==> config.mk <==
export PLATFORM = sky130hd
export DESIGN_NAME = joint_goal_smoother_deadband_top_flat
export DESIGN_NICKNAME = d
export VERILOG_FILES = /design/src/jgsd_pkg.sv /design/src/jgsd_if.sv /design/src/joint_goal_smoother_deadband_top.sv /design/src/jgsd_fifo.sv /design/src/jgsd_front.sv /design/src/jgsd_back.sv /design/src/flat_wrapper.sv
export SDC_FILE = /design/constraint.sdc
export NUM_CORES = 2
export LEC_CHECK = 0
export BUFFER_PORTS_ARGS = -buffer_cell sky130_fd_sc_hd__buf_2
export CAP_MARGIN = 0
export CORE_MARGIN = 5
export CORE_UTILIZATION = 58
export CTS_CLUSTER_DIAMETER = 100
export DETAILED_ROUTE_END_ITERATION = 10
export GPL_ROUTABILITY_DRIVEN = 0
export PLACE_DENSITY_LB_ADDON = 0.2
export REMOVE_ABC_BUFFERS = 1
export SLEW_MARGIN = 15
export SYNTH_ARGS = -nofsm -noshare
export SYNTH_HDL_FRONTEND = slang
export SYNTH_SLANG_ARGS = --single-unit
==> constraint.sdc <==
create_clock -name clk -period 15.07 [get_ports clk]
set_clock_uncertainty 0.15 [all_clocks]
set_input_delay 3.014 -clock clk [delete_from_list [all_inputs] [get_ports clk]]
set_output_delay 3.014 -clock clk [all_outputs]
set_load 0.05 [all_outputs]
==> src/jgsd_pkg.sv <==
// Shared constants, types and the gain reciprocal table of the joint goal smoother.
`timescale 1ns / 1ps
`default_nettype none

package jgsd_pkg;

  // Joint array and position range
  localparam int NUM_JOINTS    = 18;
  localparam int POSITION_BITS = 12;
  localparam int POS_MAX       = (1 << POSITION_BITS) - 1;
  localparam int JIDX_W        = $clog2(NUM_JOINTS);

  // Fixed field widths of the channels and registers
  localparam int TIME_W     = 32;
  localparam int JOINT_W    = 5;
  localparam int GOAL_W     = 12;
  localparam int INTERVAL_W = 16;
  localparam int GAIN_W     = 4;
  localparam int DEADBAND_W = 12;
  localparam int MASK_BITS  = 18;
  localparam int CMP_W      = 16;

  // Smoothing gain is num / GAIN_DEN, applied as a multiply by a scaled reciprocal
  localparam int GAIN_DEN    = 10;
  localparam int RECIP_SHIFT = 20;
  localparam int RECIP_W     = RECIP_SHIFT + 1;
  localparam int PROD_W      = POSITION_BITS + RECIP_W;

  // Queue between front and back
  localparam int FIFO_PTR_W = 2;
  localparam int FIFO_DEPTH = 1 << FIFO_PTR_W;

  // Configuration port
  localparam int CFG_ADDR_W = 4;
  localparam int CFG_DATA_W = 32;

  localparam logic [INTERVAL_W-1:0] INTERVAL_RESET = INTERVAL_W'(20);
  localparam logic [GAIN_W-1:0]     GAIN_RESET     = GAIN_W'(3);
  localparam logic [DEADBAND_W-1:0] DEADBAND_RESET = DEADBAND_W'(1);
  localparam logic [MASK_BITS-1:0]  MASK_RESET     = {MASK_BITS{1'b1}};

  typedef enum logic [1:0] {
    REG_SEND_INTERVAL = 2'd0,
    REG_SMOOTH_GAIN   = 2'd1,
    REG_SEND_DEADBAND = 2'd2,
    REG_JOINT_MASK    = 2'd3
  } reg_idx_t;

  typedef logic [TIME_W-1:0]        ms_t;
  typedef logic [JOINT_W-1:0]       joint_t;
  typedef logic [GOAL_W-1:0]        goal_t;
  typedef logic [POSITION_BITS-1:0] pos_t;

  typedef struct packed {
    logic [INTERVAL_W-1:0] send_interval_ms;
    logic [GAIN_W-1:0]     smooth_gain_num;
    logic [DEADBAND_W-1:0] send_deadband;
    logic [MASK_BITS-1:0]  joint_enable_mask;
  } cfg_t;

  // One classified goal beat as it waits in the queue.
  typedef struct packed {
    ms_t    now_ms;
    logic   first;
    logic   last;
    logic   eligible;
    joint_t joint;
    pos_t   goal;
  } item_t;

  // ceil(num * 2^RECIP_SHIFT / 10); gains above ten saturate to ten.
  function automatic logic [RECIP_W-1:0] gain_recip(input logic [GAIN_W-1:0] num);
    logic [RECIP_W-1:0] r;
    case (num)
      4'd0:    r = 21'd0;
      4'd1:    r = 21'd104858;
      4'd2:    r = 21'd209716;
      4'd3:    r = 21'd314573;
      4'd4:    r = 21'd419431;
      4'd5:    r = 21'd524288;
      4'd6:    r = 21'd629146;
      4'd7:    r = 21'd734004;
      4'd8:    r = 21'd838861;
      4'd9:    r = 21'd943719;
      default: r = 21'd1048576;
    endcase
    return r;
  endfunction

endpackage

`default_nettype wire

==> src/jgsd_if.sv <==
// Valid/ready channel interfaces for goal beats in and send beats out.
`timescale 1ns / 1ps
`default_nettype none

interface jgsd_in_if;
  import jgsd_pkg::*;
  logic   valid;
  logic   ready;
  ms_t    now_ms;
  logic   first_of_frame;
  logic   last_of_frame;
  logic   joint_mapped;
  joint_t joint_index;
  goal_t  goal_position;

  modport source (output valid, now_ms, first_of_frame, last_of_frame, joint_mapped,
                  joint_index, goal_position, input ready);
  modport sink (input valid, now_ms, first_of_frame, last_of_frame, joint_mapped,
                joint_index, goal_position, output ready);
endinterface

interface jgsd_out_if;
  import jgsd_pkg::*;
  logic   valid;
  logic   ready;
  logic   send_now;
  joint_t send_joint;
  goal_t  send_position;
  logic   frame_commit;

  modport source (output valid, send_now, send_joint, send_position, frame_commit,
                  input ready);
  modport sink (input valid, send_now, send_joint, send_position, frame_commit,
                output ready);
endinterface

`default_nettype wire

==> src/joint_goal_smoother_deadband_top.sv <==
// Top level of the joint goal smoother: configuration registers, front, queue and back.
`timescale 1ns / 1ps
`default_nettype none

// Goal beats carry one joint each, grouped in frames by first/last flags; every goal
// beat yields exactly one send beat, in order. The block takes one goal beat per
// clock while the queue is not full, and a send beat is presented once its goal beat
// has passed through the queue and the step stage, which loads the output register.
// Two beats in a row for the same joint are held apart, because the second beat
// reads the smoothed position only after the first has written it back; a four-entry
// queue absorbs this and any stall on the send side. Registers sit at byte addresses
// 0x0 (send interval), 0x4 (smoothing gain), 0x8 (deadband) and 0xC (joint enable
// mask); they must be written only while the block is idle, and the block itself
// does not enforce this.
module joint_goal_smoother_deadband_top (
  input  logic                            clk,
  input  logic                            rst,
  jgsd_in_if.sink                         goal_ch,
  jgsd_out_if.source                      send_ch,
  input  logic                            psel,
  input  logic                            penable,
  input  logic                            pwrite,
  input  logic [jgsd_pkg::CFG_ADDR_W-1:0] paddr,
  input  logic [jgsd_pkg::CFG_DATA_W-1:0] pwdata,
  output logic [jgsd_pkg::CFG_DATA_W-1:0] prdata,
  output logic                            pready
);
  import jgsd_pkg::*;

  cfg_t     cfg;
  reg_idx_t reg_sel;
  logic     cfg_write;

  assign pready    = 1'b1;
  assign reg_sel   = reg_idx_t'(paddr[3:2]);
  assign cfg_write = psel && penable && pwrite;

  always_ff @(posedge clk) begin
    if (rst) begin
      cfg.send_interval_ms  <= INTERVAL_RESET;
      cfg.smooth_gain_num   <= GAIN_RESET;
      cfg.send_deadband     <= DEADBAND_RESET;
      cfg.joint_enable_mask <= MASK_RESET;
    end else if (cfg_write) begin
      unique case (reg_sel)
        REG_SEND_INTERVAL: cfg.send_interval_ms  <= pwdata[INTERVAL_W-1:0];
        REG_SMOOTH_GAIN:   cfg.smooth_gain_num   <= pwdata[GAIN_W-1:0];
        REG_SEND_DEADBAND: cfg.send_deadband     <= pwdata[DEADBAND_W-1:0];
        REG_JOINT_MASK:    cfg.joint_enable_mask <= pwdata[MASK_BITS-1:0];
      endcase
    end
  end

  always_comb begin
    unique case (reg_sel)
      REG_SEND_INTERVAL: prdata = CFG_DATA_W'(cfg.send_interval_ms);
      REG_SMOOTH_GAIN:   prdata = CFG_DATA_W'(cfg.smooth_gain_num);
      REG_SEND_DEADBAND: prdata = CFG_DATA_W'(cfg.send_deadband);
      REG_JOINT_MASK:    prdata = CFG_DATA_W'(cfg.joint_enable_mask);
    endcase
  end

  logic  push;
  item_t push_item;
  logic  fifo_full;
  logic  fifo_empty;
  logic  pop;
  item_t head;

  jgsd_front u_front (
    .cfg       (cfg),
    .goal_ch   (goal_ch),
    .fifo_full (fifo_full),
    .push      (push),
    .push_item (push_item)
  );

  jgsd_fifo u_fifo (
    .clk       (clk),
    .rst       (rst),
    .push      (push),
    .push_item (push_item),
    .full      (fifo_full),
    .pop       (pop),
    .empty     (fifo_empty),
    .head      (head)
  );

  jgsd_back u_back (
    .clk        (clk),
    .rst        (rst),
    .cfg        (cfg),
    .fifo_empty (fifo_empty),
    .head       (head),
    .pop        (pop),
    .send_ch    (send_ch)
  );

endmodule

`default_nettype wire

==> src/jgsd_fifo.sv <==
// Short queue of classified goal beats between the front and the back.
`timescale 1ns / 1ps
`default_nettype none

module jgsd_fifo (
  input  logic            clk,
  input  logic            rst,
  input  logic            push,
  input  jgsd_pkg::item_t push_item,
  output logic            full,
  input  logic            pop,
  output logic            empty,
  output jgsd_pkg::item_t head
);
  import jgsd_pkg::*;

  item_t                 slots [FIFO_DEPTH];
  logic [FIFO_PTR_W-1:0] wr_ptr;
  logic [FIFO_PTR_W-1:0] rd_ptr;
  logic [FIFO_PTR_W:0]   count;

  assign full  = (count == (FIFO_PTR_W + 1)'(FIFO_DEPTH));
  assign empty = (count == '0);
  assign head  = slots[rd_ptr];

  always_ff @(posedge clk) begin
    if (push) begin
      slots[wr_ptr] <= push_item;
    end
  end

  always_ff @(posedge clk) begin
    if (rst) begin
      wr_ptr <= '0;
      rd_ptr <= '0;
      count  <= '0;
    end else begin
      if (push) begin
        wr_ptr <= wr_ptr + FIFO_PTR_W'(1);
      end
      if (pop) begin
        rd_ptr <= rd_ptr + FIFO_PTR_W'(1);
      end
      case ({push, pop})
        2'b10:   count <= count + (FIFO_PTR_W + 1)'(1);
        2'b01:   count <= count - (FIFO_PTR_W + 1)'(1);
        default: count <= count;
      endcase
    end
  end

endmodule

`default_nettype wire

==> src/jgsd_front.sv <==
// Front end: takes goal beats, saturates the goal and decides whether the joint takes part.
`timescale 1ns / 1ps
`default_nettype none

module jgsd_front (
  input  jgsd_pkg::cfg_t  cfg,
  jgsd_in_if.sink         goal_ch,
  input  logic            fifo_full,
  output logic            push,
  output jgsd_pkg::item_t push_item
);
  import jgsd_pkg::*;

  // Joints beyond the mask width have no enable bit and count as enabled.
  logic [(1 << JOINT_W)-1:0] enable_ext;
  logic                      in_range;
  pos_t                      goal_sat;

  assign enable_ext = {{((1 << JOINT_W) - MASK_BITS){1'b1}}, cfg.joint_enable_mask};
  assign in_range   = (32'(goal_ch.joint_index) < NUM_JOINTS);

  always_comb begin
    if (32'(goal_ch.goal_position) > POS_MAX) begin
      goal_sat = POSITION_BITS'(POS_MAX);
    end else begin
      goal_sat = POSITION_BITS'(goal_ch.goal_position);
    end
  end

  assign goal_ch.ready = !fifo_full;
  assign push          = goal_ch.valid && !fifo_full;

  always_comb begin
    push_item.now_ms   = goal_ch.now_ms;
    push_item.first    = goal_ch.first_of_frame;
    push_item.last     = goal_ch.last_of_frame;
    push_item.eligible = goal_ch.joint_mapped && in_range &&
                         enable_ext[goal_ch.joint_index];
    push_item.joint    = goal_ch.joint_index;
    push_item.goal     = goal_sat;
  end

endmodule

`default_nettype wire

==> src/jgsd_back.sv <==
// Back end: per-joint smoothing, deadband decision, frame gate and the output register.
`timescale 1ns / 1ps
`default_nettype none

module jgsd_back (
  input  logic            clk,
  input  logic            rst,
  input  jgsd_pkg::cfg_t  cfg,
  input  logic            fifo_empty,
  input  jgsd_pkg::item_t head,
  output logic            pop,
  jgsd_out_if.source      send_ch
);
  import jgsd_pkg::*;

  // Per-joint state
  pos_t                  smoothed_pos [NUM_JOINTS];
  logic [NUM_JOINTS-1:0] smoothed_valid;
  pos_t                  last_sent_pos [NUM_JOINTS];
  logic [NUM_JOINTS-1:0] last_sent_valid;

  // Frame state
  ms_t  last_commit_ms;
  logic frame_open;
  logic frame_any_sent;

  // Step stage: current position and scaled step magnitude of one beat
  logic  a_valid;
  item_t a_item;
  pos_t  a_cur;
  logic  a_seeded;
  logic  a_up;
  logic  a_down;
  pos_t  a_q;

  // Load side
  logic [JIDX_W-1:0]  rd_idx;
  pos_t               cur;
  pos_t               mag;
  logic [PROD_W-1:0]  prod;
  logic               hazard;
  logic               a_move;
  logic               a_load;

  assign rd_idx = head.eligible ? head.joint[JIDX_W-1:0] : '0;
  assign cur    = smoothed_pos[rd_idx];
  assign mag    = (head.goal > cur) ? (head.goal - cur) : (cur - head.goal);
  assign prod   = PROD_W'(mag) * PROD_W'(gain_recip(cfg.smooth_gain_num));

  // A beat for the joint still held in the step stage waits until that beat has
  // written its state back.
  assign hazard = a_valid && (a_item.joint == head.joint);
  assign a_move = a_valid && (!send_ch.valid || send_ch.ready);
  assign a_load = !fifo_empty && (!a_valid || a_move) && !hazard;
  assign pop    = a_load;

  always_ff @(posedge clk) begin
    if (rst) begin
      a_valid <= 1'b0;
    end else if (a_load) begin
      a_valid <= 1'b1;
    end else if (a_move) begin
      a_valid <= 1'b0;
    end
  end

  always_ff @(posedge clk) begin
    if (a_load) begin
      a_item   <= head;
      a_cur    <= cur;
      a_seeded <= smoothed_valid[rd_idx];
      a_up     <= head.goal > cur;
      a_down   <= head.goal < cur;
      a_q      <= prod[RECIP_SHIFT +: POSITION_BITS];
    end
  end

  // Commit side
  logic [JIDX_W-1:0] wr_idx;
  logic              gate;
  logic              open_eff;
  logic              any_base;
  logic              upd;
  pos_t              step;
  pos_t              next_pos;
  pos_t              sent_ref;
  pos_t              delta;
  logic              send;
  logic              any_eff;
  logic              commit;

  assign wr_idx   = a_item.eligible ? a_item.joint[JIDX_W-1:0] : '0;
  assign gate     = (a_item.now_ms - last_commit_ms) >= TIME_W'(cfg.send_interval_ms);
  assign open_eff = a_item.first ? gate : frame_open;
  assign any_base = a_item.first ? 1'b0 : frame_any_sent;
  assign upd      = open_eff && a_item.eligible;

  // The step is at least one tick toward the goal; it never passes the goal, so
  // the result stays in range.
  assign step = (a_q == '0) ? POSITION_BITS'(1) : a_q;

  always_comb begin
    if (!a_seeded) begin
      next_pos = a_item.goal;
    end else if (a_up) begin
      next_pos = a_cur + step;
    end else if (a_down) begin
      next_pos = a_cur - step;
    end else begin
      next_pos = a_cur;
    end
  end

  assign sent_ref = last_sent_pos[wr_idx];
  assign delta    = (next_pos > sent_ref) ? (next_pos - sent_ref) : (sent_ref - next_pos);
  assign send     = upd && (!last_sent_valid[wr_idx] ||
                            (CMP_W'(delta) >= CMP_W'(cfg.send_deadband)));
  assign any_eff  = any_base || send;
  assign commit   = a_item.last && open_eff && any_eff;

  always_ff @(posedge clk) begin
    if (a_move && upd) begin
      smoothed_pos[wr_idx] <= next_pos;
    end
    if (a_move && send) begin
      last_sent_pos[wr_idx] <= next_pos;
    end
  end

  always_ff @(posedge clk) begin
    if (rst) begin
      smoothed_valid  <= '0;
      last_sent_valid <= '0;
      last_commit_ms  <= '0;
      frame_open      <= 1'b0;
      frame_any_sent  <= 1'b0;
    end else if (a_move) begin
      if (upd) begin
        smoothed_valid[wr_idx] <= 1'b1;
      end
      if (send) begin
        last_sent_valid[wr_idx] <= 1'b1;
      end
      if (commit) begin
        last_commit_ms <= a_item.now_ms;
      end
      frame_open     <= a_item.last ? 1'b0 : open_eff;
      frame_any_sent <= a_item.last ? 1'b0 : any_eff;
    end
  end

  // Output register
  always_ff @(posedge clk) begin
    if (rst) begin
      send_ch.valid <= 1'b0;
    end else if (a_move) begin
      send_ch.valid <= 1'b1;
    end else if (send_ch.ready) begin
      send_ch.valid <= 1'b0;
    end
  end

  always_ff @(posedge clk) begin
    if (a_move) begin
      send_ch.send_now      <= send;
      send_ch.send_joint    <= send ? a_item.joint : '0;
      send_ch.send_position <= send ? GOAL_W'(next_pos) : '0;
      send_ch.frame_commit  <= commit;
    end
  end

  a_quiet_fields: assert property (@(posedge clk) disable iff (rst)
    send_ch.valid && !send_ch.send_now |->
      (send_ch.send_joint == '0) && (send_ch.send_position == '0))
    else $error("send fields not cleared on a beat without a send");

  a_frame_closes: assert property (@(posedge clk) disable iff (rst)
    a_move && a_item.last |=> !frame_open && !frame_any_sent)
    else $error("frame still open after its last beat");

  a_commit_time: assert property (@(posedge clk) disable iff (rst)
    a_move && commit |=> last_commit_ms == $past(a_item.now_ms))
    else $error("commit did not store the frame time");

  a_step_holds: assert property (@(posedge clk) disable iff (rst)
    a_valid && !a_move |=> a_valid && $stable(a_item))
    else $error("step stage changed while stalled");

endmodule

`default_nettype wire
==> src/flat_wrapper.sv <==
// flat-port wrapper written by rule: the top's interface ports become plain ports
module joint_goal_smoother_deadband_top_flat import jgsd_pkg::*;
  (clk, rst, psel, penable, pwrite, paddr, pwdata, prdata, pready, goal_ch_valid, goal_ch_now_ms, goal_ch_first_of_frame, goal_ch_last_of_frame, goal_ch_joint_mapped, goal_ch_joint_index, goal_ch_goal_position, goal_ch_ready, send_ch_valid, send_ch_send_now, send_ch_send_joint, send_ch_send_position, send_ch_frame_commit, send_ch_ready);
  jgsd_in_if goal_ch_i ();
  jgsd_out_if send_ch_i ();
  input  logic clk;
  input  logic rst;
  input  logic psel;
  input  logic penable;
  input  logic pwrite;
  input  logic [jgsd_pkg::CFG_ADDR_W-1:0] paddr;
  input  logic [jgsd_pkg::CFG_DATA_W-1:0] pwdata;
  output logic [jgsd_pkg::CFG_DATA_W-1:0] prdata;
  output logic pready;
  input wire logic [$bits(goal_ch_i.valid)-1:0] goal_ch_valid;
  input wire logic [$bits(goal_ch_i.now_ms)-1:0] goal_ch_now_ms;
  input wire logic [$bits(goal_ch_i.first_of_frame)-1:0] goal_ch_first_of_frame;
  input wire logic [$bits(goal_ch_i.last_of_frame)-1:0] goal_ch_last_of_frame;
  input wire logic [$bits(goal_ch_i.joint_mapped)-1:0] goal_ch_joint_mapped;
  input wire logic [$bits(goal_ch_i.joint_index)-1:0] goal_ch_joint_index;
  input wire logic [$bits(goal_ch_i.goal_position)-1:0] goal_ch_goal_position;
  output wire logic [$bits(goal_ch_i.ready)-1:0] goal_ch_ready;
  output wire logic [$bits(send_ch_i.valid)-1:0] send_ch_valid;
  output wire logic [$bits(send_ch_i.send_now)-1:0] send_ch_send_now;
  output wire logic [$bits(send_ch_i.send_joint)-1:0] send_ch_send_joint;
  output wire logic [$bits(send_ch_i.send_position)-1:0] send_ch_send_position;
  output wire logic [$bits(send_ch_i.frame_commit)-1:0] send_ch_frame_commit;
  input wire logic [$bits(send_ch_i.ready)-1:0] send_ch_ready;
  assign goal_ch_i.valid = goal_ch_valid;
  assign goal_ch_i.now_ms = goal_ch_now_ms;
  assign goal_ch_i.first_of_frame = goal_ch_first_of_frame;
  assign goal_ch_i.last_of_frame = goal_ch_last_of_frame;
  assign goal_ch_i.joint_mapped = goal_ch_joint_mapped;
  assign goal_ch_i.joint_index = goal_ch_joint_index;
  assign goal_ch_i.goal_position = goal_ch_goal_position;
  assign goal_ch_ready = goal_ch_i.ready;
  assign send_ch_valid = send_ch_i.valid;
  assign send_ch_send_now = send_ch_i.send_now;
  assign send_ch_send_joint = send_ch_i.send_joint;
  assign send_ch_send_position = send_ch_i.send_position;
  assign send_ch_frame_commit = send_ch_i.frame_commit;
  assign send_ch_i.ready = send_ch_ready;
  joint_goal_smoother_deadband_top u_core (.clk(clk), .rst(rst), .goal_ch(goal_ch_i), .send_ch(send_ch_i), .psel(psel), .penable(penable), .pwrite(pwrite), .paddr(paddr), .pwdata(pwdata), .prdata(prdata), .pready(pready));
endmodule
# Word level (Yosys, flattened, before mapping)

Memory sizes are Yosys's and may differ from the RTL's. A register that Yosys moved wholly into a read port is not among the register bits.
Index checks and enable logic that the tools add are counted.

Add/subtract/negate cells: 11
Multiply operators: 1
Order comparisons: 10
Equality and inequality tests: 7
Multiplexer cells: 36
Bitwise gates (word level): 2
Reduce and logical (&&, ||, !) cells: 39

Operators with widths:

| kind                                                                 | count |
|---|---|
| 32-bit one-hot mux with 4 select lines                               | 1 |
| 12-bit 2-to-1 mux                                                    | 6 |
| 12-bit subtractor                                                    | 5 |
| 18-bit bitwise OR                                                    | 2 |
| 32-bit by 16-bit >= comparator with 1-bit output                     | 1 |
| 12-bit by 21-bit multiplier with 32-bit output                       | 1 |
| 32-bit subtractor                                                    | 1 |
| 12-bit > comparator                                                  | 2 |
| 5-bit by 6-bit < comparator with 1-bit output, second input constant | 3 |
| 1-bit 2-to-1 mux                                                     | 18 |
| 1-bit logical AND                                                    | 16 |
| 1-bit binary-select mux with 5-bit select                            | 3 |
| 2-bit AND reduction                                                  | 7 |
| 12-bit adder                                                         | 1 |
| 12-bit >= comparator                                                 | 1 |
| 12-bit logical NOT                                                   | 1 |
| 12-bit < comparator                                                  | 1 |
| 5-bit 2-to-1 mux                                                     | 2 |
| 4-bit 2-to-1 mux                                                     | 2 |
| 2-bit equality test, second input constant                           | 3 |
| 1-bit logical NOT                                                    | 6 |
| 3-bit one-hot mux with 2 select lines                                | 1 |
| 2-bit nonzero test                                                   | 3 |
| 1-bit demux with 5-bit select                                        | 1 |
| 12 further kinds                                                     | 18 |

Register bits after elaboration: 227
Bits in writable memories: 640
ROM bits: 336
Input port bits: 95
Output and inout bits: 54
Memories: 4

Memories:

| memory                      | words | bits a word | read ports | clocked after memory_dff | wr ports | RTL line        | RTL |
|---|---|---|---|---|---|---|---|
| (no name shown)             | 16    | 21          | 1          | 1                        | 0        | jgsd_pkg.sv:74  | `case (num)` |
| u_core.u_back.last_sent_pos | 18    | 12          | 1          | 0                        | 1        | jgsd_back.sv:19 | `pos_t last_sent_pos [NUM_JOINTS];` |
| u_core.u_back.smoothed_pos  | 18    | 12          | 1          | 0                        | 1        | jgsd_back.sv:17 | `pos_t smoothed_pos [NUM_JOINTS];` |
| u_core.u_fifo.slots         | 4     | 52          | 1          | 1                        | 1        | jgsd_fifo.sv:17 | `item_t slots [FIFO_DEPTH];` |

# Depth between registers and ports, before layout

Word-level depth: 14
Mapped depth: 53

# Modules after synthesis

Synthesis repeated with hierarchy kept, for this count alone.

Cells, all modules: 3696
Area, all modules: 45787.7 um2

By module, submodules not included:

| module                           | times used | cells each | area an instance (um2) | seq. area each (um2) |
|---|---|---|---|---|
| jgsd_back                        | 1          | 3054       | 34694.5                | 17356.6 |
| jgsd_fifo                        | 1          | 319        | 7998.9                 | 6426.2 |
| joint_goal_smoother_deadband_top | 1          | 257        | 2517.4                 | 1001.0 |
| jgsd_front                       | 1          | 66         | 576.8                  | 0.0 |

# Worst setup path before layout

No wires, ideal clock.

Path kind: register to register
Start: register with a tool-made name
End: register u_core.u_back.a_q[10] (data pin)
Setup time: 0.259 ns
Data arrival time: 10.595 ns
Required time: 14.661 ns
Slack: 4.066 ns
Cell stages (with the launch flop): 45
Period minus slack after synthesis: 11.004 ns
Cell sequence: dfxtp_1 > buf_2 > mux2_4 > o21ai_4 > inv_2 > buf_4 > clkbuf_1 > nand2_1 > buf_2 > buf_2 > clkbuf_1 > clkbuf_1 > mux2i_1 > o21a_1 > ha_1 > clkbuf_1 > nand4_1 > or2_2 > (+9 left out) > inv_1 > fa_1 > fa_1 > fa_1 > inv_1 > ha_1 > nand2_1 > nor2_1 > nand3_1 > nor2_1 > and3_1 > o211a_1 > a211o_1 > nor2_2 > o21ai_1 > a31oi_1 > nor3_1 > a211o_1

RTL lines:

| element                | RTL line        | RTL |
|---|---|---|
| end signal: assignment | jgsd_back.sv:74 | `a_q <= prod[RECIP_SHIFT +: POSITION_BITS];` |
| end: declaration       | jgsd_back.sv:34 | `pos_t a_q;` |

==> flow_metrics.env <==
export IMPL_synth_edf_count=738
export IMPL_io_pins=149
export IMPL_die_y_um=289.2
export IMPL_path_max_fanout=37
export IMPL_grtUsageTotal_pct=25.86
export IMPL_ys_warn_count=0
export IMPL_final_setup_tns_ns=0
export IMPL_post_dp_hpwl_mm=73.56
export IMPL_cp_end_kind="flop"
export IMPL_finalHoldViolations=0
export IMPL_post_route_period_util_pct=86.14
export IMPL_crit_buf_inv=5
export IMPL_grt_pass1_vias=29010
export IMPL_crit_required_ns=15.30
export IMPL_dieArea_mm2=0.08362
export IMPL_yosysSeqAreaShare_pct=55.18
export IMPL_synth_top_family_by_area="adder cells"
export IMPL_cts_resized=0
export IMPL_maxSlewViolCount=0
export IMPL_yosys_area_share_simple_pct=9.367
export IMPL_utilization_pct=64.63
export IMPL_rsz0062_at_grt="false"
export IMPL_dieWidth_um=289.2
export IMPL_cp_arrival_ns=13.21
export IMPL_drt_wl_total_mm=108.0
export IMPL_clkTransAtPathRegs_ns=0.06
export IMPL_synth_compound_area_share_pct=10.41
export IMPL_outcome="finished clean"
export IMPL_grt_pass1_wl_mm=166.8
export IMPL_synthFlopType="edfxtp_1"
export IMPL_setup_violations=0
export IMPL_muxShareOfSynthArea_pct=6.646
export IMPL_cts_root_buf="clkbuf_16"
export IMPL_fmax_mhz=77.03
export IMPL_worstSkewPairLatency_ns=0.68
export IMPL_cts_sinks=877
export IMPL_antenna_found_initial=12
export IMPL_period_minus_slack_ns=12.98
export IMPL_wl_per_cell_um=22.04
export IMPL_crit_path_max_incr_delay_ns=0.91
export IMPL_relSlewSlack_pct=22.36
export IMPL_cts_max_level=3
export IMPL_multi_input_area_mm2=0.01814
export IMPL_worst_slew_pin_slew_ns=1.160
export IMPL_post_cts_repair_setup_buffers=0
export IMPL_fill_cells=5837
export IMPL_drt_first_iter_violations=2795
export IMPL_syn_area_mm2=0.04520
export IMPL_rows=102
export IMPL_seqCellArea_mm2=0.02495
export IMPL_ys_seq_elements=877
export IMPL_start_kind="flop"
export IMPL_coreArea_mm2=0.07734
export IMPL_cts_path_max_buffers=3
export IMPL_ys_types=86
export IMPL_detail_route_vias_per_cell=5.954
export IMPL_remaining_drc_errors=0
export IMPL_dr_pass1_iters=7
export IMPL_vias=29190
export IMPL_grt_max_degree=114
export IMPL_synth_adder_area_share_pct=11.76
export IMPL_cts_buffers=90
export IMPL_port_buffers=117
export IMPL_worstSetupPathType="reg -> reg"
export IMPL_crit_path_top_delay_cell="mux4_2"
export IMPL_overflow=0
export IMPL_path_delay_family="compound AO/OA/AOI/OAI gates"
export IMPL_drive_above_1_share_pct=11.83
export IMPL_synth_xor_xnor_area_share_pct=1.708
export IMPL_max_cap_violations=0
export IMPL_cts_tree="yes"
export IMPL_layout_common_cells="edfxtp_1 (738), inv_1 (382), nand2_1 (271), ha_1 (204), a21oi_1 (176)"
export IMPL_synth_avg_cell_area_um2=12.31
export IMPL_ant_nets=0
export IMPL_syn_inst=3673
export IMPL_area_delta_synth_final_pct=10.57
export IMPL_nets=4216
export IMPL_postCtsHoldBufs=0
export IMPL_hold_class="reg -> reg"
export IMPL_hold_slack_ns=0.3131
export IMPL_async_reset_ff_share_pct=0
export IMPL_initial_core_util_pct=58.45
export IMPL_final_common_cell="edfxtp_1"
## stage by stage
step / area [um2] / instances / setup slack (ns)
finish: 49980 / 4902 / 2.088
global route: 49980 / 4900 / 1.176
CTS: 49940 / 4895 / 2.004
detailed placement: 46920 / 4726 / 2.050
global placement: 46920 / 4726 / 2.144
floorplan: 44490 / 3503 / 0.6010
## layer usage
layer	track usage (%)	vias to the layer above	share of wire (%)
li1	-	13410	-
met1	37.59	14460	43
met2	41.03	1157	46
met3	4.744	163	8.5
met4	6.397	2	2.0
met5	0	-	0.012
## kinds of logic after synthesis
kind of cell | Yosys count
buf+inv | 572
simple gates | 866
mux | 220
other cells | 2
flops | 877
xor+xnor | 83
fa+ha+maj | 342
compound gates | 711
## final timing paths
path | cells past startpoint | startpoint | slack, ns | to
worst max register to register | 44 | flop | 2.09 | u_core.u_back.a_q[10]
worst min register to register | 2 | u_core.u_back.smoothed_valid[0] | 0.31 | u_core.u_back.smoothed_valid[0]
worst min-delay path | 2 | u_core.u_back.smoothed_valid[0] | 0.31 | u_core.u_back.smoothed_valid[0]
worst max-delay path | 44 | flop | 2.09 | u_core.u_back.a_q[10]
## cells in the mapped netlist (all sizes together), types with 19 or more instances
| library cell | count | area share (%) |
|---|---|---|
| clkbuf | 142 | 1.2 |
| nor2b | 60 | 0.83 |
| a21oi | 177 | 2.0 |
| and2 | 66 | 0.91 |
| nand3 | 84 | 0.93 |
| mux4 | 61 | 3.0 |
| a31oi | 19 | 0.26 |
| a211o | 27 | 0.52 |
| nor2 | 166 | 1.4 |
| buf | 41 | 0.50 |
| a22oi | 49 | 0.81 |
| xnor2 | 51 | 1.1 |
| edfxtp | 738 | 49 |
| a22o | 31 | 0.60 |
| o21a | 22 | 0.37 |
| a21o | 49 | 0.81 |
| inv | 386 | 3.2 |
| mux2i | 131 | 2.9 |
| and3 | 36 | 0.50 |
| fa | 138 | 6.1 |
| xor2 | 32 | 0.65 |
| nor3 | 31 | 0.34 |
| dfxtp | 139 | 6.2 |
| o21bai | 19 | 0.32 |
| nand2b | 91 | 1.3 |
| o22ai | 58 | 0.82 |
| o21ai | 144 | 1.6 |
| nand2 | 272 | 2.3 |
| ha | 204 | 5.6 |
| mux2 | 28 | 0.71 |
## state kept, by name, indices dropped and copies added, names as in the netlist, 3 cells and up, named ones only
| register | flops |
|---|---|
| u_core.u_fifo.slots | 208 |
| u_core.u_back.a_item | 52 |
| u_core.u_back.last_commit_ms | 32 |
| u_core.u_back.send_ch.send_position | 12 |
| u_core.u_back.a_cur | 12 |
| u_core.u_back.last_sent_pos | 216 |
| u_core.u_back.smoothed_valid | 18 |
| u_core.u_back.smoothed_pos | 216 |
| u_core.u_fifo.count | 3 |
| u_core.cfg | 50 |
| u_core.u_back.a_q | 12 |
| u_core.u_back.send_ch.send_joint | 5 |
| u_core.u_back.last_sent_valid | 18 |
## worst min-delay path: cells and delay by family, from the launching register on
kind / cells / cell delay [ns]
buffers and inverters: 1 / 0.05
AO/OA/AOI/OAI: 1 / 0.06
flip-flops: 1 / 0.31
## layout make-up
class,instances,share of cell area [%]
Sequential cell,877,49.91
Inverter,389,2.929
Antenna cell,6,0.03004
Clock inverter,57,1.327
Tap cell,1040,2.603
Multi-Input combinational cell,2237,36.29
Clock buffer,112,4.711
Timing Repair Buffer,184,2.190
Power is not shown: default switching activity piles up to over one toggle a cycle in this logic, so the estimate is an artifact.
